--- config.mk ---
export PLATFORM = sky130hd
export DESIGN_NAME = scancode_keyboard_fifo
export DESIGN_NICKNAME = d
export VERILOG_FILES = /design/src/rtl/skf_pkg.sv /design/src/rtl/scancode_keyboard_fifo.sv /design/src/rtl/skf_store.sv /design/src/rtl/skf_ctrl.sv
export SDC_FILE = /design/constraint.sdc
export NUM_CORES = 2
export LEC_CHECK = 0
export ABC_AREA = 1
export BUFFER_PORTS_ARGS = -buffer_cell sky130_fd_sc_hd__buf_2
export CAP_MARGIN = 40
export CORE_MARGIN = 1
export CORE_UTILIZATION = 50
export DETAILED_ROUTE_END_ITERATION = 10
export PLACE_DENSITY_LB_ADDON = 0.15
export SLEW_MARGIN = 40
export SYNTH_ARGS = -nofsm -noshare
export SYNTH_HDL_FRONTEND = slang
export SYNTH_SLANG_ARGS = --single-unit
--- constraint.sdc ---
create_clock -name clock -period 36 [get_ports clock]
set_input_delay 3.6 -clock clock [delete_from_list [all_inputs] [get_ports clock]]
set_output_delay 3.6 -clock clock [all_outputs]
set_load 0.02 [all_outputs]
--- src/rtl/skf_pkg.sv ---
// Shared types, codes and the scancode translation table for the keyboard FIFO.
// Used by skf_ctrl and scancode_keyboard_fifo; it depends on nothing else.
`timescale 1ns / 1ps

package skf_pkg;

   localparam int OPCODE_W = 2;
   localparam int BYTE_W   = 8;
   localparam int FILL_W   = 9;

   localparam logic [OPCODE_W-1:0] OP_EVENT = 2'd0;
   localparam logic [OPCODE_W-1:0] OP_READ  = 2'd1;
   localparam logic [OPCODE_W-1:0] OP_CLEAR = 2'd2;

   localparam logic [BYTE_W-1:0] VEC_DOUBLE_FAULT = 8'd8;
   localparam logic [BYTE_W-1:0] VEC_GP_FAULT     = 8'd13;
   localparam logic [BYTE_W-1:0] VEC_PAGE_FAULT   = 8'd14;
   localparam logic [BYTE_W-1:0] VEC_IRQ_BASE     = 8'd32;
   localparam logic [BYTE_W-1:0] VEC_KEYBOARD     = 8'd33;
   localparam logic [BYTE_W-1:0] VEC_SLAVE_BASE   = 8'd40;
   localparam logic [BYTE_W-1:0] VEC_IRQ_LAST     = 8'd47;

   localparam logic [BYTE_W-1:0] CHAR_NONE = 8'h00;

   typedef struct packed {
      logic eoi_master;
      logic eoi_slave;
      logic exception_flag;
      logic halt_request;
      logic char_stored;
      logic pop;
   } flags_type;

   // Scancode set 1 make codes to ASCII. Break codes and codes of 64 and
   // above map to no character.
   function automatic logic [BYTE_W-1:0] translate(input logic [BYTE_W-1:0] code);
      logic [BYTE_W-1:0] ch;
      ch = CHAR_NONE;
      if (code[7:6] == 2'b00) begin
         unique case (code[5:0])
            6'h0E: ch = 8'h08;
            6'h10: ch = 8'h71;
            6'h11: ch = 8'h77;
            6'h12: ch = 8'h65;
            6'h13: ch = 8'h72;
            6'h14: ch = 8'h74;
            6'h15: ch = 8'h79;
            6'h16: ch = 8'h75;
            6'h17: ch = 8'h69;
            6'h18: ch = 8'h6F;
            6'h19: ch = 8'h70;
            6'h1C: ch = 8'h0A;
            6'h1E: ch = 8'h61;
            6'h1F: ch = 8'h73;
            6'h20: ch = 8'h64;
            6'h21: ch = 8'h66;
            6'h22: ch = 8'h67;
            6'h23: ch = 8'h68;
            6'h24: ch = 8'h6A;
            6'h25: ch = 8'h6B;
            6'h26: ch = 8'h6C;
            6'h2C: ch = 8'h7A;
            6'h2D: ch = 8'h78;
            6'h2E: ch = 8'h63;
            6'h2F: ch = 8'h76;
            6'h30: ch = 8'h62;
            6'h31: ch = 8'h6E;
            6'h32: ch = 8'h6D;
            6'h39: ch = 8'h20;
            default: ch = CHAR_NONE;
         endcase
      end
      return ch;
   endfunction

endpackage

--- src/rtl/scancode_keyboard_fifo.sv ---
// Keyboard interrupt front end with a character FIFO. The result of an accepted
// item is registered and valid in the next cycle. Throughput: one item per cycle
// while the result side takes each result, set by the single result register and
// the registered read port of the character memory. Reset clears the pointers, the
// fill count and the result valid; the character memory is not cleared.
// Depends on skf_pkg, skf_ctrl and skf_store.
`timescale 1ns / 1ps

module scancode_keyboard_fifo #(
   parameter int FIFO_DEPTH = 256
) (
   input  logic                         clock,
   input  logic                         reset,
   input  logic                         req_valid,
   output logic                         req_stall,
   input  logic [skf_pkg::OPCODE_W-1:0] req_opcode,
   input  logic [skf_pkg::BYTE_W-1:0]   req_vector_number,
   input  logic [skf_pkg::BYTE_W-1:0]   req_scan_code,
   output logic                         rsp_valid,
   input  logic                         rsp_stall,
   output logic [skf_pkg::BYTE_W-1:0]   rsp_read_char,
   output logic                         rsp_eoi_master,
   output logic                         rsp_eoi_slave,
   output logic                         rsp_exception_flag,
   output logic                         rsp_halt_request,
   output logic                         rsp_char_stored,
   output logic [skf_pkg::FILL_W-1:0]   rsp_fill_level,
   output logic                         rsp_has_data
);

   import skf_pkg::*;

   localparam int ADDR_W = (FIFO_DEPTH > 1) ? $clog2(FIFO_DEPTH) : 1;
   localparam int CNT_W  = $clog2(FIFO_DEPTH + 1);

   logic              req_fire;
   flags_type         flags;
   logic              wr_en, rd_en;
   logic [ADDR_W-1:0] wr_addr, rd_addr;
   logic [BYTE_W-1:0] wr_data, rd_data;
   logic [CNT_W-1:0]  count_cur, count_next;

   logic              rsp_valid_ff, rsp_valid_in;
   flags_type         flags_ff;
   logic [FILL_W-1:0] fill_ff;
   logic              has_data_ff;

   // The next item enters as soon as the waiting result is taken.
   assign req_stall = rsp_valid_ff && rsp_stall;
   assign req_fire  = req_valid && !req_stall;

   skf_ctrl #(
      .DEPTH  (FIFO_DEPTH),
      .ADDR_W (ADDR_W),
      .CNT_W  (CNT_W)
   ) u_ctrl (
      .clock         (clock),
      .reset         (reset),
      .fire          (req_fire),
      .opcode        (req_opcode),
      .vector_number (req_vector_number),
      .scan_code     (req_scan_code),
      .flags         (flags),
      .wr_en         (wr_en),
      .wr_addr       (wr_addr),
      .wr_data       (wr_data),
      .rd_en         (rd_en),
      .rd_addr       (rd_addr),
      .count_cur     (count_cur),
      .count_next    (count_next)
   );

   skf_store #(
      .DEPTH  (FIFO_DEPTH),
      .ADDR_W (ADDR_W)
   ) u_store (
      .clock   (clock),
      .wr_en   (wr_en),
      .wr_addr (wr_addr),
      .wr_data (wr_data),
      .rd_en   (rd_en),
      .rd_addr (rd_addr),
      .rd_data (rd_data)
   );

   always_comb begin
      if (req_fire) begin
         rsp_valid_in = 1'b1;
      end else if (!rsp_stall) begin
         rsp_valid_in = 1'b0;
      end else begin
         rsp_valid_in = rsp_valid_ff;
      end
   end

   always_ff @(posedge clock) begin
      if (reset) begin
         rsp_valid_ff <= 1'b0;
      end else begin
         rsp_valid_ff <= rsp_valid_in;
      end
   end

   always_ff @(posedge clock) begin
      if (req_fire) begin
         flags_ff    <= flags;
         fill_ff     <= FILL_W'(count_next);
         has_data_ff <= (count_next != '0);
      end
   end

   assign rsp_valid          = rsp_valid_ff;
   assign rsp_read_char      = flags_ff.pop ? rd_data : CHAR_NONE;
   assign rsp_eoi_master     = flags_ff.eoi_master;
   assign rsp_eoi_slave      = flags_ff.eoi_slave;
   assign rsp_exception_flag = flags_ff.exception_flag;
   assign rsp_halt_request   = flags_ff.halt_request;
   assign rsp_char_stored    = flags_ff.char_stored;
   assign rsp_fill_level     = fill_ff;
   assign rsp_has_data       = has_data_ff;

`ifndef SYNTHESIS
   a_clear_empties: assert property (@(posedge clock) disable iff (reset)
      req_fire && (req_opcode == OP_CLEAR) |=> rsp_valid && !rsp_has_data)
      else $error("clear did not empty the FIFO");

   a_has_data_tracks_count: assert property (@(posedge clock) disable iff (reset)
      rsp_valid |-> (rsp_has_data == (count_cur != '0)))
      else $error("reported has_data disagrees with the held count");

   a_empty_read_zero: assert property (@(posedge clock) disable iff (reset)
      req_fire && (req_opcode == OP_READ) && (count_cur == '0) |=>
      rsp_read_char == CHAR_NONE)
      else $error("read of an empty FIFO returned a character");

   a_store_on_master_irq: assert property (@(posedge clock) disable iff (reset)
      rsp_valid && rsp_char_stored |-> rsp_eoi_master && !rsp_eoi_slave)
      else $error("character stored outside the keyboard vector");
`endif

endmodule

--- src/rtl/skf_store.sv ---
// Character storage for the keyboard FIFO: one write port, one registered read port.
// Stand-alone; addresses and enables come from skf_ctrl.
`timescale 1ns / 1ps

module skf_store #(
   parameter int DEPTH  = 256,
   parameter int ADDR_W = 8
) (
   input  logic              clock,
   input  logic              wr_en,
   input  logic [ADDR_W-1:0] wr_addr,
   input  logic [7:0]        wr_data,
   input  logic              rd_en,
   input  logic [ADDR_W-1:0] rd_addr,
   output logic [7:0]        rd_data
);

   logic [7:0] mem [DEPTH];
   logic [7:0] rd_data_ff;

   always_ff @(posedge clock) begin
      if (wr_en) begin
         mem[wr_addr] <= wr_data;
      end
   end

   // The read data only moves on a pop, so it holds while a result is stalled.
   always_ff @(posedge clock) begin
      if (rd_en) begin
         rd_data_ff <= mem[rd_addr];
      end
   end

   assign rd_data = rd_data_ff;

endmodule

--- src/rtl/skf_ctrl.sv ---
// Item decode and FIFO bookkeeping: pointers, fill count and the result flags.
// Depends on skf_pkg for opcodes, vector codes and the translation table.
`timescale 1ns / 1ps

module skf_ctrl #(
   parameter int DEPTH  = 256,
   parameter int ADDR_W = 8,
   parameter int CNT_W  = 9
) (
   input  logic                           clock,
   input  logic                           reset,
   input  logic                           fire,
   input  logic [skf_pkg::OPCODE_W-1:0]   opcode,
   input  logic [skf_pkg::BYTE_W-1:0]     vector_number,
   input  logic [skf_pkg::BYTE_W-1:0]     scan_code,
   output skf_pkg::flags_type             flags,
   output logic                           wr_en,
   output logic [ADDR_W-1:0]              wr_addr,
   output logic [skf_pkg::BYTE_W-1:0]     wr_data,
   output logic                           rd_en,
   output logic [ADDR_W-1:0]              rd_addr,
   output logic [CNT_W-1:0]               count_cur,
   output logic [CNT_W-1:0]               count_next
);

   import skf_pkg::*;

   localparam logic [ADDR_W-1:0] LAST_ADDR = ADDR_W'(DEPTH - 1);
   localparam logic [CNT_W-1:0]  FULL_CNT  = CNT_W'(DEPTH);

   logic [ADDR_W-1:0] rd_ptr_ff, rd_ptr_in;
   logic [ADDR_W-1:0] wr_ptr_ff, wr_ptr_in;
   logic [CNT_W-1:0]  count_ff, count_in;
   logic [BYTE_W-1:0] ch;
   logic              clear;

   assign ch = translate(scan_code);

   always_comb begin
      flags = '0;
      clear = 1'b0;
      unique case (opcode)
         OP_EVENT: begin
            if (vector_number < VEC_IRQ_BASE) begin
               flags.exception_flag = 1'b1;
               flags.halt_request   = (vector_number == VEC_DOUBLE_FAULT) ||
                                      (vector_number == VEC_GP_FAULT) ||
                                      (vector_number == VEC_PAGE_FAULT);
            end else if (vector_number <= VEC_IRQ_LAST) begin
               flags.eoi_master  = 1'b1;
               flags.eoi_slave   = (vector_number >= VEC_SLAVE_BASE);
               flags.char_stored = (vector_number == VEC_KEYBOARD) &&
                                   (ch != CHAR_NONE) && (count_ff < FULL_CNT);
            end
         end
         OP_READ:  flags.pop = (count_ff != '0);
         OP_CLEAR: clear = 1'b1;
         default:  flags = '0;
      endcase
   end

   always_comb begin
      rd_ptr_in = rd_ptr_ff;
      wr_ptr_in = wr_ptr_ff;
      count_in  = count_ff;
      if (fire) begin
         if (clear) begin
            rd_ptr_in = '0;
            wr_ptr_in = '0;
            count_in  = '0;
         end else if (flags.char_stored) begin
            wr_ptr_in = (wr_ptr_ff == LAST_ADDR) ? '0 : wr_ptr_ff + 1'b1;
            count_in  = count_ff + 1'b1;
         end else if (flags.pop) begin
            rd_ptr_in = (rd_ptr_ff == LAST_ADDR) ? '0 : rd_ptr_ff + 1'b1;
            count_in  = count_ff - 1'b1;
         end
      end
   end

   always_ff @(posedge clock) begin
      if (reset) begin
         rd_ptr_ff <= '0;
         wr_ptr_ff <= '0;
         count_ff  <= '0;
      end else begin
         rd_ptr_ff <= rd_ptr_in;
         wr_ptr_ff <= wr_ptr_in;
         count_ff  <= count_in;
      end
   end

   assign wr_en      = fire && flags.char_stored;
   assign wr_addr    = wr_ptr_ff;
   assign wr_data    = ch;
   assign rd_en      = fire && flags.pop;
   assign rd_addr    = rd_ptr_ff;
   assign count_cur  = count_ff;
   assign count_next = count_in;

endmodule
==> flow_summary_export.csv <==
group,metric,value,unit
timing,worstMarginPinSlew,0.908,ns
clocking,numCtsBuffers,180,
synthesis,ys_ff_latch,1841,
clocking,cts.clk_slew.worst_paths,0.06,ns
routing,vias,48600,
power,p_per_area,53.7,mW/mm²
global_routing,grt_max_degree,224,
routing,drcViolationCount,0,
timing,fin_crit_sh,21.1,%
global_routing,grt_overflow_total,0,
timing,hold_viol_final,0,
placement,placed_cell_area,0.0758,mm²
floorplanning,die_w,387,µm
clocking,cts_tree,"yes",
clocking,cts_buffer_depth,3,
finish,fin_nets,5623,
power,swShare,21.5,%
floorplanning,coreArea,0.146,mm²
synthesis,synth_ff_type,"edfxtp_1",
timing,finalSetupViolCount,0,
floorplanning,dieArea,0.149,mm²
synthesis,synth_enable_flop_cells,1815,
floorplanning,start_util,50.5,%
floorplanning,die_y,387,µm
routing,wl_per_cell,27.8,µm
clocking,cts-htree-levels,4,
clocking,cts_hold_buf,0,
critical_path,worstPathArrival,3.99,ns
placement,hpwlAfterDp,121,mm
timing,post-route-min-period,7.59,ns
floorplanning,rows,140,
finish,fin_area,0.0817,mm²
routing,drt_pass1_iterations,6,
synthesis,synth_area,0.0739,mm²
synthesis,yosys_warnings,0,
finish,drive_gt1_share,7.83,%
synthesis,async_reset_ff_share,0,%
placement,gp_congestion,0.912,
critical_path,critPathKind,"input port to primary output",
finish,final_common_cell,"edfxtp_1",
power,vdd_ir_drop_max,0.0000450,V
timing,setup_slack,28.41,ns
timing,max_slew_margin,39.5,%
synthesis,ys_seq_area_share,74.4,%
power,p_total,4.39,mW
clocking,cts_resized,0,
synthesis,syn_avg_cell_area,12.9,µm²
critical_path,crit_path_max_fanout,2,
floorplanning,ios,47,
clocking,cts_root_buf,"clkbuf_16",
routing,postRouteAntennaNets,0,
timing,tns,0,ns
clocking,postCtsSetupRepairBufs,0,
clocking,cts.sinks,1841,
power,leakage,26.3,nW
synthesis,synth_area_leaders,"edfxtp_1 74%, o21ai_0 6.4%, nor2_1 6.2%",
timing,report.final.slew_viol_count,0,
flow_run,maxCapViolations,0,
synthesis,synth_top_area_cell,"edfxtp_1",
synthesis,syn_nets,5753,
routing,totalWireLength,213,mm
synthesis,synth_cell_types,44,
global_routing,globalRouteTotalUtil,28.0,%
synthesis,netlist_instances,5714,
timing,skew,0.0390,ns
routing,drt_iter0_drc,6020,
finish,final_cell_mix,"1,815 x edfxtp_1, 1,223 x nor2_1, 940 x o21ai_0",
finish,area_growth,10.6,%
placement,numPortBuffers,45,
timing,rsz0062_at_grt,"no",
synthesis,yosysTopAreaCellShare,73.7,%
power,p_seq_share,53.6,%
critical_path,critPathLaunchType,"input port",
placement,dp_slack,27.67,ns
status,run_status,"completed",
global_routing,grt_pass1_vias,46900,
routing,vias_per_cell,6.35,
power,combPwrFrac,4.2,%
global_routing,antenna_found_initial,3,
power,internal_power,3.45,mW
power,p_switching,0.943,mW
critical_path,crit_path_end_kind,"primary output",
global_routing,grt_pass1_wl,310,mm
worst_hold_path,min_path_type,"register to register",
critical_path,cp_data_required_time,32.40,ns
timing,fmax,132,MHz
power,clock_power_share,42.2,%
clocking,worst_skew_pair.late_latency,0.82,ns
-- synthesized netlist by cell type (3+ instances only) --
cell type	instances
edfxtp_1	1815
nor2_1	1227
o21ai_0	940
clkbuf_1	385
o221ai_1	340
nand3_1	309
nand2_1	210
o22ai_1	107
inv_1	88
o211ai_1	61
a21oi_1	42
buf_2	28
dfxtp_1	26
nor3_1	19
ha_1	17
buf_1	16
nand4_1	14
nor2_4	10
a31oi_1	7
a21boi_0	6
o21a_1	6
inv_2	5
o31ai_1	5
clkinv_1	4
nand4_2	3
-- per-layer routing --
layer	wire [µm]	track usage (%)	part of all wire, %
met4	8300	11.0	3.9
met3	19500	5.45	9.2
met2	96700	43.1	45
met1	88200	39.5	41
met5	10	0	0.0047
-- worst max-delay path, cell delays in order --
cell	delay [ns]
buf_2	0.08
nand2_1	0.06
inv_1	0.09
buf_2	0.16
-- power groups by stage --
stage / combinational, mW / sequential, mW / clock, mW
floorplan: 0.108 / 2.41 / 0
global route: 0.198 / 2.35 / 1.95
finish: 0.184 / 2.35 / 1.85
CTS: 0.180 / 2.35 / 1.87
detailed placement: 0.180 / 2.40 / 0
global placement: 0.179 / 2.40 / 0
-- final cells by class --
| type | count | area [µm²] |
|---|---|---|
| diodes | 1 | 2.50 |
| inverters | 97 | 432 |
| clock inverters | 105 | 1010 |
| multi-input cells | 3343 | 17000 |
| clock buffers | 229 | 4730 |
| fillers | 11900 | 64500 |
| flip-flops and latches | 1841 | 55000 |
| repair buffers | 121 | 1120 |
| well taps | 1917 | 2400 |
-- final timing paths --
path,from,to,slack [ns],cells past startpoint
worst max register to register,u_ctrl.rd_addr[0],u_store.rd_data[0],30.81,12
worst min register to register,rsp_valid,rsp_valid,0.54,2
worst max-delay path,rsp_stall,req_stall,28.41,4
worst min-delay path,rsp_valid,rsp_valid,0.54,2
-- through the flow --
step	utilization [%]	cells	hold slack (ns)
final	55.9	7654	0.537
after global routing	55.9	7653	0.564
after CTS	55.7	7647	0.543
after detailed placement	51.8	7313	0.535
after global placement	51.7	7310	0.515
after floorplan	-	5714	0.485
-- kinds of logic (layout without fill, tap and decap cells) --
kind of cell / after synthesis / count (layout) / synth area share [%]
other: 1 / 2 / 0.00507
DFF: 1841 / 1841 / 74.4
adders and majority gates: 17 / 17 / 0.288
and+or+nand+nor: 1805 / 1805 / 9.99
AOI/OAI and AO/OA: 1520 / 1520 / 12.5
buffers and inverters: 530 / 552 / 2.78
-- sequential cells by signal (all words and copies together) (netlist names), 7 cells and up --
name and count:
u_store.mem 1792, rsp_fill_level 9, u_ctrl.count_cur 9, u_ctrl.rd_addr 8
u_ctrl.wr_addr 8, u_store.rd_data 7
Power figures use the tool's default switching activity.
